File: src/wcd_pkg.sv
`timescale 1ns / 1ps
// ----------------------------------------------------------------------------
// wcd_pkg
// Shared widths, constants and types of the windowed chain distance block.
// ----------------------------------------------------------------------------
package wcd_pkg;

  localparam int COORD_W     = 25;
  localparam int CHAIN_W     = 8;
  localparam int IDX_W       = 16;
  localparam int K_W         = 6;
  localparam int FILL_W      = 7;
  localparam int DIST_W      = 25;
  localparam int ABS_W       = 25;
  localparam int SQ_W        = 2 * ABS_W;
  localparam int SUM_W       = SQ_W + 2;
  localparam int ROOT_W      = SUM_W / 2;
  localparam int REM_W       = ROOT_W + 3;
  localparam int MAX_RESULTS = 32;
  localparam int MAX_WINDOW  = 32;

  localparam logic [K_W-1:0]   NDIST_RESET = K_W'(20);
  localparam logic [IDX_W-1:0] IDX_MAX     = '1;

  typedef struct packed {
    logic signed [COORD_W-1:0] x;
    logic signed [COORD_W-1:0] y;
    logic signed [COORD_W-1:0] z;
    logic [IDX_W-1:0]          idx;
    logic [K_W-1:0]            n;
    logic [K_W-1:0]            fill;
  } job_t;

  typedef struct packed {
    logic [IDX_W-1:0] newer_index;
    logic [K_W-1:0]   offset;
    logic             present;
    logic             last;
  } tag_t;

endpackage

File: src/wcd_fifo.sv
`timescale 1ns / 1ps
// ----------------------------------------------------------------------------
// wcd_fifo
// Two-entry job queue between the front and back parts.
// ----------------------------------------------------------------------------
module wcd_fifo import wcd_pkg::*; (
  input  logic clk_i,
  input  logic rst_ni,
  input  job_t push_data_i,
  input  logic push_valid_i,
  output logic push_ready_o,
  output job_t pop_data_o,
  output logic pop_valid_o,
  input  logic pop_ready_i
);
  job_t       mem_q [2];
  logic       wr_q, rd_q;
  logic [1:0] cnt_q;
  logic       push, pop;

  assign push_ready_o = (cnt_q != 2'd2);
  assign pop_valid_o  = (cnt_q != 2'd0);
  assign pop_data_o   = mem_q[rd_q];
  assign push         = push_valid_i && push_ready_o;
  assign pop          = pop_valid_o && pop_ready_i;

  always_ff @(posedge clk_i) begin
    if (push) begin
      mem_q[wr_q] <= push_data_i;
    end
  end

  always_ff @(posedge clk_i or negedge rst_ni) begin
    if (!rst_ni) begin
      wr_q  <= 1'b0;
      rd_q  <= 1'b0;
      cnt_q <= '0;
    end else begin
      if (push) begin
        wr_q <= ~wr_q;
      end
      if (pop) begin
        rd_q <= ~rd_q;
      end
      cnt_q <= cnt_q + 2'(push) - 2'(pop);
    end
  end
endmodule

File: config.mk
export PLATFORM = sky130hd
export DESIGN_NAME = wcd_fifo
export DESIGN_NICKNAME = d
export VERILOG_FILES = /design/src/wcd_pkg.sv /design/src/wcd_fifo.sv
export SDC_FILE = /design/constraint.sdc
export NUM_CORES = 1
export LEC_CHECK = 0
export BUFFER_PORTS_ARGS = -buffer_cell sky130_fd_sc_hd__buf_2
export CAP_MARGIN = 5
export CORE_ASPECT_RATIO = 0.5
export CORE_UTILIZATION = 45
export DETAILED_ROUTE_END_ITERATION = 8
export GPL_TIMING_DRIVEN = 0
export PLACE_DENSITY = 0.73
export SLEW_MARGIN = 10
export SYNTH_ARGS = -nofsm -noshare
export SYNTH_HDL_FRONTEND = slang
export SYNTH_SLANG_ARGS = --single-unit
export TNS_END_PERCENT = 100
File: constraint.sdc
create_clock -name clk_i -period 5.25 [get_ports clk_i]
set_input_delay 1.05 -clock clk_i [delete_from_list [all_inputs] [get_ports clk_i]]
set_output_delay 1.05 -clock clk_i [all_outputs]
set_load 0.1 [all_outputs]
Word-level counts from Yosys, hierarchy flattened
Memory sizes are Yosys's and may differ from the RTL's.
Index checks and enable logic that the tools add are counted.
{ "word_totals": {"regBits": 4, "latchBits": 0, "ram_bits": 206, "rom_bits": 0, "inputBits": 107, "out_inout_bits": 105, "wordCells": 14, "mem_count": 1} }
{ "mem_list": {"columns": ["name", "words", "width", "rd", "rd_clocked_by_memory_dff", "write_ports", "line", "text"], "rows": [
  ["mem_q", 2, 103, 1, 0, 1, "wcd_fifo.sv:16", "job_t mem_q [2];"]
]} }
{ "op_classes": {"addsub": 2, "multipliers": 0, "n_div": 0, "order_cmp": 0, "n_eq_ne": 1, "shift": 0, "muxes": 2, "n_bitwise": 2, "n_reduce_logical": 3} }
{ "op_table": {"columns": ["cell", "n"], "rows": [
  ["2-bit by 1-bit adder with 2-bit output", 1],
  ["1-bit logical AND", 2],
  ["1-bit two-way mux", 2],
  ["2-bit inequality test, second input constant", 1],
  ["1-bit inverter", 2],
  ["2-bit nonzero test", 1],
  ["2-bit by 1-bit subtractor with 2-bit output", 1]
]} }

Longest topological paths before layout
{ "depth": {"word_depth": 4, "depth_mapped": 7, "depth_no_buf": 7} }

Worst setup path after synthesis
No wires, ideal clock.
{ "synth_timing": {"kind": "register to register", "startpoint": "register cnt_q[0]", "endpoint": "memory mem_q[0][0] (netlist name) (enable)", "setup_ns": 0.566, "arrival_ns": 5.729, "t_required_ns": 4.684, "path_slack_ns": -1.045, "path_stages_with_launch": 4, "path_buffers": 0, "synth_period_minus_slack_ns": 6.295, "cell_sequence": "dfrtp_1 > nand2b_1 > nand2_1 > nor2_1"} }
{ "synth_via": {"elab_chain_len": 4} }
{ "synth_rtl": {"columns": ["item", "line", "text"], "rows": [
  ["start, declared", "wcd_fifo.sv:18", "logic [1:0] cnt_q;"],
  ["start signal, assigned", "wcd_fifo.sv:45", "cnt_q <= cnt_q + 2'(push) - 2'(pop);"],
  ["2-bit inequality test", "wcd_fifo.sv:21", "assign push_ready_o = (cnt_q != 2'd2);"],
  ["net push_ready_o", "wcd_fifo.sv:11", "output logic push_ready_o,"],
  ["1-bit logical AND", "wcd_fifo.sv:24", "assign push = push_valid_i && push_ready_o;"],
  ["1-bit two-way mux", "wcd_fifo.sv:28", "if (push) begin"],
  ["1-bit two-way mux (implied by the code)", "wcd_fifo.sv:29", "mem_q[wr_q] <= push_data_i;"],
  ["end, declared", "wcd_fifo.sv:16", null]
]} }
The timed path passes the listed nets, and every way through them passes these cells.

==> results.py <==
metrics = {
    "sta": {
        "clock.fmax_ghz": 0.336,
        "fin_crit_ns": 2.98,
        "hold-worst-slack_ns": 0.367,
        "max-slew-margin-rel_pct": 50.6,
        "fin_skew_ns": 0.0106,
        "setup_viol": 0,
        "maxSlewViolCount": 0,
        "tightest_slew_ns": 0.741,
        "min_period_over_period_pct": 56.7,
        "rsz0062_at_grt": "no",
        "hold_viol_final": 0,
    },
    "worst_hold_path": {
        "worstHoldPathType": "input port to asynchronous set/reset pin",
    },
    "setup_path": {
        "crit_path_end_kind": "output pin",
        "path_buf_inv": 4,
        "crit_path_cell_trace": "buf_6 -> buf_8 -> buf_6 -> mux2_4 -> buf_2",
        "cpPeakStageDelay_ns": 0.42,
        "worst_path_max_delay_cell": "buf_2",
        "start_kind": "flip-flop",
        "cp.arrival_ns": 1.93,
        "worst-path-max-fanout": 10,
        "reg2reg_depth": 6,
        "required_ns": 4.20,
        "rr_startpoint": "cnt_q[1]",
        "rrSetupSlack_ns": 3.12,
        "critPathKind": "flip-flop to output pin",
        "cp_top_family": "buffers and inverters",
        "r2r-end": "mem_q[0][70]",
        "path_common_cell": "buf_6",
    },
    "die": {
        "rows": 33,
        "core_um2": 16800,
        "start_util_pct": 47.0,
        "die_area_um2": 18100,
        "die_h_um": 95.6,
        "io_pins": 212,
        "die_w_um": 189,
    },
    "route": {
        "ant_nets": 0,
        "drcViolationCount": 0,
        "drt-initial-drc-count": 150,
        "viasPerCell": 4.75,
        "dr.pass1.iters": 4,
        "vias": 3868,
        "wl_per_cell_um": 17.7,
        "wirelength_um": 14500,
    },
    "clock_network": {
        "htreeDepth": 1,
        "cts_root_buffer": "clkbuf_16",
        "clock_path_buffers": 3,
        "cts_made_buffers": 20,
        "insertion_delay_ns": 0.48,
        "clk_pin_slew_worst_paths_ns": 0.06,
        "post_cts_resized": 0,
        "cts_tree": "built",
        "hold_buffers": 0,
        "post_cts.repair.setup_buffers": 0,
        "clock-sinks": 210,
    },
    "final_layout": {
        "layout_commonest_cell": "buf_2",
        "diodes": 0,
        "final_cell_mix": "buf_2 (215), edfxtp_1 (206), mux2_4 (60)",
        "nNetsFinal": 685,
        "drive_above_1_share_pct": 60.7,
        "area_growth_pct": 26.4,
        "n_fill_cell": 1314,
    },
    "run_status": {
        "status": "completed",
    },
    "placement": {
        "port_buffers": 211,
        "dp_hpwl_um": 9900,
        "gp_congestion": 0.697,
    },
    "global_route": {
        "grt_first_pass_wirelength_um": 21400,
        "grt_overflow": 0,
        "antenna_found_initial": 0,
        "grt_max_degree": 55,
        "first_global_vias": 4069,
        "groute.usage.overall_pct": 15.7,
    },
    "synthesis": {
        "ys_seq_area_share_pct": 79.8,
        "netlist_top_cells_area": "edfxtp_1 (78%), mux2_4 (11%), mux2_2 (6.1%)",
        "synth_nets": 447,
        "synth_top_cell_area_share_pct": 78.5,
        "syn_area_um2": 7880,
        "ys_seq_elements": 210,
        "ys.warnings.count": 0,
        "synthesis.instances": 338,
        "yosysTopAreaCell": "edfxtp_1",
        "synth_cell_types": 17,
        "syn_area_per_cell_um2": 23.3,
    },
    "job": {
        "cap_violations": 0,
    },
}
-- layer usage --
metal / vias up / GRT usage (%) / part of all wire, % / wire [µm]
met5: - / 0 / 0 / 0
met1: 1936 / 17.7 / 39 / 5680
met2: 97 / 30.1 / 54 / 7870
li1: 1814 / - / - / -
met3: 21 / 3.53 / 4.3 / 625
met4: 0 / 4.44 / 1.9 / 280
-- synth_stat cells (all sizes together) --
cell and number:
xor2 1, nor2 1, and3 1, nand2 1, dfrtp 4, xnor2 3
inv 1, mux2 103, ha 2, or2 1, edfxtp 206, and2 1
buf 12, nand2b 1
-- area by class of cell --
type | count | area (µm²) | share of cell area, %
clock buffer | 27 | 548 | 5.50
inverter | 1 | 3.75 | 0.0377
sequential | 210 | 6290 | 63.1
tap | 227 | 284 | 2.85
timing repair buffer | 216 | 1180 | 11.8
buffer | 12 | 114 | 1.14
clock inverter | 7 | 57.6 | 0.578
multi-input combinational | 115 | 1490 | 15.0
-- flip-flops by register name, indices dropped and copies added, names as in the netlist --
signal,flops
rd_q,1
cnt_q,2
mem_q,206
wr_q,1
-- worst max path at each step --
| stage | slack (ns) | from | cells past startpoint | end |
|---|---|---|---|---|
| after global placement | -0.62 | push_valid_i | 3 | mem_q[0][70] |
| after floorplan | 0.69 | cnt_q[0] | 3 | mem_q[0][0] |
| final | 2.27 | rd_q | 5 | pop_data_o[80] |
| after CTS | 2.24 | rd_q | 5 | pop_data_o[80] |
| after detailed placement | 2.49 | push_valid_i | 6 | mem_q[0][70] |
| after global routing | 2.18 | rd_q | 5 | pop_data_o[92] |
-- cell families (layout without fill, tap and decap cells) --
group                    count (synthesis)  after routing  share of synthesized area, %
flip-flops                             210            210                          79.8
multiplexers                           103            103                          17.6
buffers and inverters                   13            263                          1.49
AND/OR/NAND/NOR                          6              6                         0.413
XOR/XNOR                                 4              4                         0.445
adder cells (fa/ha/maj)                  2              2                         0.317
-- metrics by stage --
stage                     instance area [µm²]  util [%]  setup WS, ns  instances  setup TNS (ns)
after floorplan                          7880         -         0.689        338               0
after global placement                   9220      55.0        -0.620        776          -75.77
after detailed placement                 9360      55.8          2.49        781               0
after CTS                                9960      59.4          2.24        815               0
after global routing                     9960      59.4          2.18        815               0
final                                    9960      59.4          2.27        815               0
Power is not shown: default switching activity piles up to over one toggle a cycle in this logic, so the estimate is an artifact.
