[config.mk]
export PLATFORM = sky130hd
export DESIGN_NAME = wcd_front_flat
export DESIGN_NICKNAME = d
export VERILOG_FILES = /design/src/wcd_pkg.sv /design/src/wcd_atom_if.sv /design/src/wcd_front.sv /design/src/flat_wrapper.sv
export SDC_FILE = /design/constraint.sdc
export NUM_CORES = 1
export LEC_CHECK = 0
export ABC_AREA = 0
export BUFFER_PORTS_ARGS = -buffer_cell sky130_fd_sc_hd__buf_2
export CORE_AREA = 2 2 90 92
export DETAILED_ROUTE_END_ITERATION = 12
export DIE_AREA = 0 0 92 94
export GPL_TIMING_DRIVEN = 0
export PLACE_DENSITY = 0.82
export REMOVE_ABC_BUFFERS = 1
export SLEW_MARGIN = 15
export SYNTH_ARGS = -nofsm -noshare
export SYNTH_HDL_FRONTEND = slang
export SYNTH_SLANG_ARGS = --single-unit
export TNS_END_PERCENT = 100
[constraint.sdc]
create_clock -name clk_i -period 2.2 [get_ports clk_i]
set_clock_uncertainty 0.1 [all_clocks]
set_input_delay 0.44 -clock clk_i [delete_from_list [all_inputs] [get_ports clk_i]]
set_output_delay 0.44 -clock clk_i [all_outputs]
set_load 0.02 [all_outputs]
[src/wcd_pkg.sv]
`timescale 1ns / 1ps
// ----------------------------------------------------------------------------
// wcd_pkg
// Shared widths, constants and types of the windowed chain distance block.
// ----------------------------------------------------------------------------
package wcd_pkg;

  localparam int COORD_W     = 25;
  localparam int CHAIN_W     = 8;
  localparam int IDX_W       = 16;
  localparam int K_W         = 6;
  localparam int FILL_W      = 7;
  localparam int DIST_W      = 25;
  localparam int ABS_W       = 25;
  localparam int SQ_W        = 2 * ABS_W;
  localparam int SUM_W       = SQ_W + 2;
  localparam int ROOT_W      = SUM_W / 2;
  localparam int REM_W       = ROOT_W + 3;
  localparam int MAX_RESULTS = 32;
  localparam int MAX_WINDOW  = 32;

  localparam logic [K_W-1:0]   NDIST_RESET = K_W'(20);
  localparam logic [IDX_W-1:0] IDX_MAX     = '1;

  typedef struct packed {
    logic signed [COORD_W-1:0] x;
    logic signed [COORD_W-1:0] y;
    logic signed [COORD_W-1:0] z;
    logic [IDX_W-1:0]          idx;
    logic [K_W-1:0]            n;
    logic [K_W-1:0]            fill;
  } job_t;

  typedef struct packed {
    logic [IDX_W-1:0] newer_index;
    logic [K_W-1:0]   offset;
    logic             present;
    logic             last;
  } tag_t;

endpackage

[src/wcd_atom_if.sv]
`timescale 1ns / 1ps
// ----------------------------------------------------------------------------
// wcd_atom_if
// Input channel: one atom position with chain and structure marks per beat.
// ----------------------------------------------------------------------------
interface wcd_atom_if import wcd_pkg::*; ();
  logic                      valid;
  logic                      ready;
  logic signed [COORD_W-1:0] x_coord;
  logic signed [COORD_W-1:0] y_coord;
  logic signed [COORD_W-1:0] z_coord;
  logic [CHAIN_W-1:0]        chain_id;
  logic                      new_structure;

  modport source (output valid, x_coord, y_coord, z_coord, chain_id, new_structure,
                  input ready);
  modport sink   (input valid, x_coord, y_coord, z_coord, chain_id, new_structure,
                  output ready);
endinterface

[src/wcd_front.sv]
`timescale 1ns / 1ps
// ----------------------------------------------------------------------------
// wcd_front
// Accepts atoms, tracks structure and chain bookkeeping, builds one job each.
// ----------------------------------------------------------------------------
module wcd_front import wcd_pkg::*; #(
  parameter int MaxWindow = MAX_WINDOW
) (
  input  logic           clk_i,
  input  logic           rst_ni,
  wcd_atom_if.sink       atom_i,
  input  logic           cfg_we_i,
  input  logic [K_W-1:0] cfg_wdata_i,
  output job_t           job_o,
  output logic           job_valid_o,
  input  logic           job_ready_i
);
  localparam int NLim = (MaxWindow < MAX_RESULTS) ? MaxWindow : MAX_RESULTS;

  logic [K_W-1:0]     ndist_q;
  logic [IDX_W-1:0]   count_q, count_d;
  logic [FILL_W-1:0]  fill_q, fill_d, fill_base;
  logic [CHAIN_W-1:0] chain_q;
  logic               restart, accept;
  logic [IDX_W-1:0]   idx;

  assign atom_i.ready = job_ready_i;
  assign job_valid_o  = atom_i.valid;
  assign accept       = atom_i.valid && job_ready_i;

  always_comb begin
    restart   = atom_i.new_structure || (atom_i.chain_id != chain_q);
    idx       = atom_i.new_structure ? '0 : count_q;
    fill_base = restart ? '0 : fill_q;
    fill_d    = (fill_base < FILL_W'(MaxWindow)) ? fill_base + FILL_W'(1) : fill_base;
    count_d   = (idx != IDX_MAX) ? idx + IDX_W'(1) : idx;

    job_o.x   = atom_i.x_coord;
    job_o.y   = atom_i.y_coord;
    job_o.z   = atom_i.z_coord;
    job_o.idx = idx;
    job_o.n   = (ndist_q > K_W'(NLim)) ? K_W'(NLim) : ndist_q;
    job_o.fill = (fill_base > FILL_W'(MAX_RESULTS)) ? K_W'(MAX_RESULTS)
                                                    : fill_base[K_W-1:0];
  end

  always_ff @(posedge clk_i or negedge rst_ni) begin
    if (!rst_ni) begin
      ndist_q <= NDIST_RESET;
      count_q <= '0;
      fill_q  <= '0;
      chain_q <= '0;
    end else begin
      if (cfg_we_i) begin
        ndist_q <= cfg_wdata_i;
      end
      if (accept) begin
        count_q <= count_d;
        fill_q  <= fill_d;
        chain_q <= atom_i.chain_id;
      end
    end
  end
endmodule

[src/flat_wrapper.sv]
// flat-port wrapper written by rule: the top's interface ports become plain ports
module wcd_front_flat import wcd_pkg::*;
#(
  parameter int MaxWindow = MAX_WINDOW
)
  (clk_i, rst_ni, cfg_we_i, cfg_wdata_i, job_o, job_valid_o, job_ready_i, atom_i_valid, atom_i_x_coord, atom_i_y_coord, atom_i_z_coord, atom_i_chain_id, atom_i_new_structure, atom_i_ready);
  wcd_atom_if atom_i_i ();
  input  logic clk_i;
  input  logic rst_ni;
  input  logic cfg_we_i;
  input  logic [K_W-1:0] cfg_wdata_i;
  output job_t job_o;
  output logic job_valid_o;
  input  logic job_ready_i;
  input wire logic [$bits(atom_i_i.valid)-1:0] atom_i_valid;
  input wire logic [$bits(atom_i_i.x_coord)-1:0] atom_i_x_coord;
  input wire logic [$bits(atom_i_i.y_coord)-1:0] atom_i_y_coord;
  input wire logic [$bits(atom_i_i.z_coord)-1:0] atom_i_z_coord;
  input wire logic [$bits(atom_i_i.chain_id)-1:0] atom_i_chain_id;
  input wire logic [$bits(atom_i_i.new_structure)-1:0] atom_i_new_structure;
  output wire logic [$bits(atom_i_i.ready)-1:0] atom_i_ready;
  assign atom_i_i.valid = atom_i_valid;
  assign atom_i_i.x_coord = atom_i_x_coord;
  assign atom_i_i.y_coord = atom_i_y_coord;
  assign atom_i_i.z_coord = atom_i_z_coord;
  assign atom_i_i.chain_id = atom_i_chain_id;
  assign atom_i_i.new_structure = atom_i_new_structure;
  assign atom_i_ready = atom_i_i.ready;
  wcd_front #(.MaxWindow(MaxWindow)) u_core (.clk_i(clk_i), .rst_ni(rst_ni), .atom_i(atom_i_i), .cfg_we_i(cfg_we_i), .cfg_wdata_i(cfg_wdata_i), .job_o(job_o), .job_valid_o(job_valid_o), .job_ready_i(job_ready_i));
endmodule
== Yosys cells after proc, flatten, opt, wreduce, memory -nomap -nowiden ==
Index checks and enable logic that the tools add are counted.

* Flip-flop bits (word level): 37
* Input bits: 95

* $lt $le $gt $ge: 3
* Add/sub/neg operators: 2
* Equal/unequal tests: 2
* Multiplexer cells: 6
* Reduce and logical (&&, ||, !) cells: 2

{| class="wikitable"
|+ Operators with widths
! operator !! number
|-
| 16-bit 2-to-1 mux || 2
|-
| 16-bit by 1-bit adder with 16-bit output, second input constant || 1
|-
| 16-bit inequality test, second input constant || 1
|-
| 7-bit 2-to-1 mux || 2
|-
| 6-bit 2-to-1 mux || 2
|-
| 8-bit inequality test || 1
|-
| 7-bit by 1-bit adder with 7-bit output, second input constant || 1
|-
| 7-bit by 6-bit > comparator with 1-bit output, second input constant || 1
|-
| 7-bit by 6-bit less-than comparator with 1-bit output, second input constant || 1
|-
| 6-bit > comparator, second input constant || 1
|-
| 1-bit logical AND || 1
|-
| 1-bit logical OR || 1
|}

== Longest topological paths before layout ==
* Depth in word-level cells: 5
* Depth in mapped cells: 10
* Depth with buffers taken out: 7

== Worst setup path before layout ==
OpenSTA, ideal clock, no wires.

* Kind: input -> register
* Start point: input atom_i_new_structure
* End point: register u_core.count_q[15]
* Arrival time: 2.638 ns
* Cell stages on the path: 10
* Path slack: -0.620 ns
* Path through: buf_6 > buf_2 > clkbuf_1 > nor2_1 > ha_1 > and4b_1 > and4_1 > buf_6 > or4_1 > a31oi_1

{| class="wikitable"
|+ RTL lines
! what !! line !! source
|-
| start, declared || flat_wrapper.sv:20 || <nowiki>input wire logic [$bits(atom_i_i.new_structure)-1:0] atom_i_new_structure;</nowiki>
|-
| end signal, assigned || wcd_front.sv:58 || <nowiki>count_q <= count_d;</nowiki>
|-
| end, declared || wcd_front.sv:21 || <nowiki>logic [IDX_W-1:0] count_q, count_d;</nowiki>
|}

==> impl_results.md <==
- Outcome: finished, violations left
- Violated checks: negative setup slack
- Crit-path max FO: 7
- Initial Util: 36.3%
- Post-Synth XOR/XNOR Area: 3.49%
- Worst min path class: primary input to async pin
- Total gr overflow: 0
- Num CTS Buffers: 5
- GRT Resource Usage Total: 29.3%
- First-pass GRT wire length: 16800 µm
- Final period utilization: 107%
- Sequential-to-total area share from yosys stat: 33.6%
- EDFF count, synth: 0
- Max IR drop VDD: 0.000391 V
- Antenna-violating nets left: 0
- Die W: 92 µm
- Main combinational cell family by area after synthesis: buffers and inverters
- Gpl congestion: 0.968
- DR WL/cell: 32.7 µm
- Synth Area in Simple Gates: 24.4%
- Syn_area_per_cell: 8.75 µm²
- Max cap viols: 0
- Post-DP HPWL: 10900 µm
- Clk pwr share: 30.1%
- Yosys top cell by area: dfrtp_1
- Clock Root Buffer: clkbuf_8
- Largest net degree at the start of global routing: 38
- # IOs: 200
- Post-route setup slack: -158 ps
- Setup WS pre-CTS: -599 ps
- Residual DRC count: 0
- Share of flip-flops with an asynchronous set or reset: 100%
- Post-layout util: 35.6%
- Max-slew headroom: 36.7%
- Most common cell after layout, fill and taps aside: buf_2
- Count of final hold-check violations: 0
- Vias/cell: 5.64
- Synth top area share: 31.7%
- CP Data Required Time: 1660 ps
- RSZ-0062 raised after global routing: yes
- Final wirelength: 12800 µm
- Crit. End Element: output port
- Longest Clk Path Bufs: 2
- Post-Synthesis Cells: 316
- Vias: 2200
- Synth top area cells: dfrtp_1 32%, buf_4 21%, nand2_1 5.2%
- Post-synth cell types: 49
- Core area: 7610 µm²
- Synth warn: 0
- Commonest register cell after synthesis: dfrtp_1
- Startpoint Class: flop
- Vias in the first global route: 2044
- TritonRoute pass-1 iters: 5
- Die area: 8650 µm²
- DRT iter0 DRCs: 126
- Leakage: 1.25 nW
- Worst Path Arrival: 1820 ps
- Max Slew Vio Count: 0
- Multiplexer share of the synthesized area: 3.21%
- Switching share of power: 31.4%
- Most frequent cells in the layout: 42 x buf_2, 38 x nand2_1, 35 x dfrtp_1
- PortBufs: 49
- Combinational Power Share: 19.9%
- Adder-Cell Fraction of Synth Area: 0.453%
- Mapped Area: 2760 µm²
- Die height: 94 µm
- Flop pwr share: 50.0%
- Int Pwr: 1.09 mW
- CTS tree: done
- Antenna fix cells: 0
- Min Tclk post-route: 2360 ps
- Synth Register Bits: 37
- Layout cells sized above 1: 29.9%
- H-tree levels: 2
- Worst-margin pin slew: 947 ps
- CTS sink cnt: 37
- Row cnt: 32
- Worst-skew pair later-pin latency: 300 ps
- P_sw: 0.497 mW
- CTS clock-pin slew for the worst setup and hold paths: 80 ps
- Compound-Gate Fraction of Synth Area: 10.0%
- Pwr dens: 584 nW/µm²
- Initial antenna violation count: 0
- Final net count: 383
- Hold buffer count at CTS: 0
- Max Clk Rate: 0.424 GHz
- Synthesis-to-finish area growth: -2.04%
- Kind of critical path: flop to output port
- Finish-stage setup viols: 6
## layout make-up
class	instances	area, µm²
Tap cell	102	128
Multi-Input combinational cell	180	1240
Inverter	9	33.8
Timing Repair Buffer	54	300
Clock buffer	8	80.1
Sequential cell	37	928
Fill cell	797	4900
## synth_stat cells (4+ instances only)
| cell | instances |
|---|---|
| buf_4 | 77 |
| nand2_1 | 38 |
| dfrtp_1 | 35 |
| nor2b_1 | 18 |
| nand3_1 | 11 |
| nor3_1 | 10 |
| xor2_1 | 10 |
| clkbuf_1 | 9 |
| inv_1 | 9 |
| and3_1 | 8 |
| nor2_1 | 8 |
| a21oi_1 | 7 |
| mux2_2 | 7 |
| nand4_1 | 6 |
| a41oi_1 | 4 |
| and2_1 | 4 |
| and4_1 | 4 |
## what timing repair did
action / CTS / global route
setup endpoints to repair: 16 / 12
endpoints found under the hold margin: 0 / 0
gates cloned: 0 / 0
resized for setup: 21 / 3
setup buffers: 5 / 0
pin swaps: 7 / 4
## layer usage
| layer | part of all wire (%) | GRT usage, % |
|---|---|---|
| met4 | 4.0 | 12.2 |
| met5 | 0 | 1.28 |
| met3 | 27 | 37.4 |
| met1 | 24 | 20.0 |
| met2 | 44 | 45.5 |
## sequential cells by signal, summed over array words and instances (netlist names)
name	cells
u_core.count_q	16
u_core.chain_q	8
u_core.fill_q	7
u_core.ndist_q	6
## worst paths after layout
path                            depth (start not counted)                           from  slack (ps)                        endpoint
worst max-delay path                                    5  u_core.chain_q[1]$_DFFE_PN0P_        -160                        job_o[1]
worst min-delay path                                    1                         rst_ni         150   u_core.count_q[7]$_DFFE_PN0P_
worst max register to register                          6  u_core.count_q[1]$_DFFE_PN0P_         100  u_core.count_q[15]$_DFFE_PN0P_
worst min register to register                          2  u_core.chain_q[5]$_DFFE_PN0P_         400   u_core.chain_q[5]$_DFFE_PN0P_
max in group asynchronous                               1                         rst_ni        1290   u_core.chain_q[3]$_DFFE_PN0P_
min in group clk_i                                      3             atom_i_chain_id[2]         260   u_core.chain_q[2]$_DFFE_PN0P_
## critical path, stage by stage, from the launching register on
cell and delay, ps:
dfrtp_1 390, xor2_1 190, nor4_4 390, nand3_4 190
nor3_2 190, buf_4 160
## power groups by stage
stage | Combinational, mW | Sequential, mW | Clock, mW
2_1_floorplan | 0.171 | 0.790 | 0
3_3_place_gp | 0.267 | 0.797 | 0
3_5_place_dp | 0.278 | 0.801 | 0
4_1_cts | 0.307 | 0.788 | 0.494
5_1_grt | 0.343 | 0.798 | 0.512
6_report | 0.315 | 0.791 | 0.477
## cell families (layout without fill, tap and decap cells)
group / Yosys count / count (layout)
buffers and inverters: 99 / 71
XOR/XNOR: 11 / 11
flip-flops: 37 / 37
multiplexers: 8 / 8
adder cells (fa/ha/maj): 1 / 1
AND/OR/NAND/NOR: 122 / 122
AO/OA/AOI/OAI: 38 / 38
## per-stage QoR
step / setup TNS, ps / total power, mW / instances / hold slack, ps / instance area, µm²
floorplan: -1310 / 0.961 / 226 / 44.4 / 2110
global placement: -7410 / 1.06 / 377 / 379 / 2490
detailed placement: -8200 / 1.08 / 377 / 387 / 2490
CTS: -625 / 1.59 / 390 / 193 / 2690
global route: -1360 / 1.65 / 390 / 229 / 2710
finish: -783 / 1.58 / 390 / 153 / 2710
No activity file was read; power rests on OpenSTA's default activity.
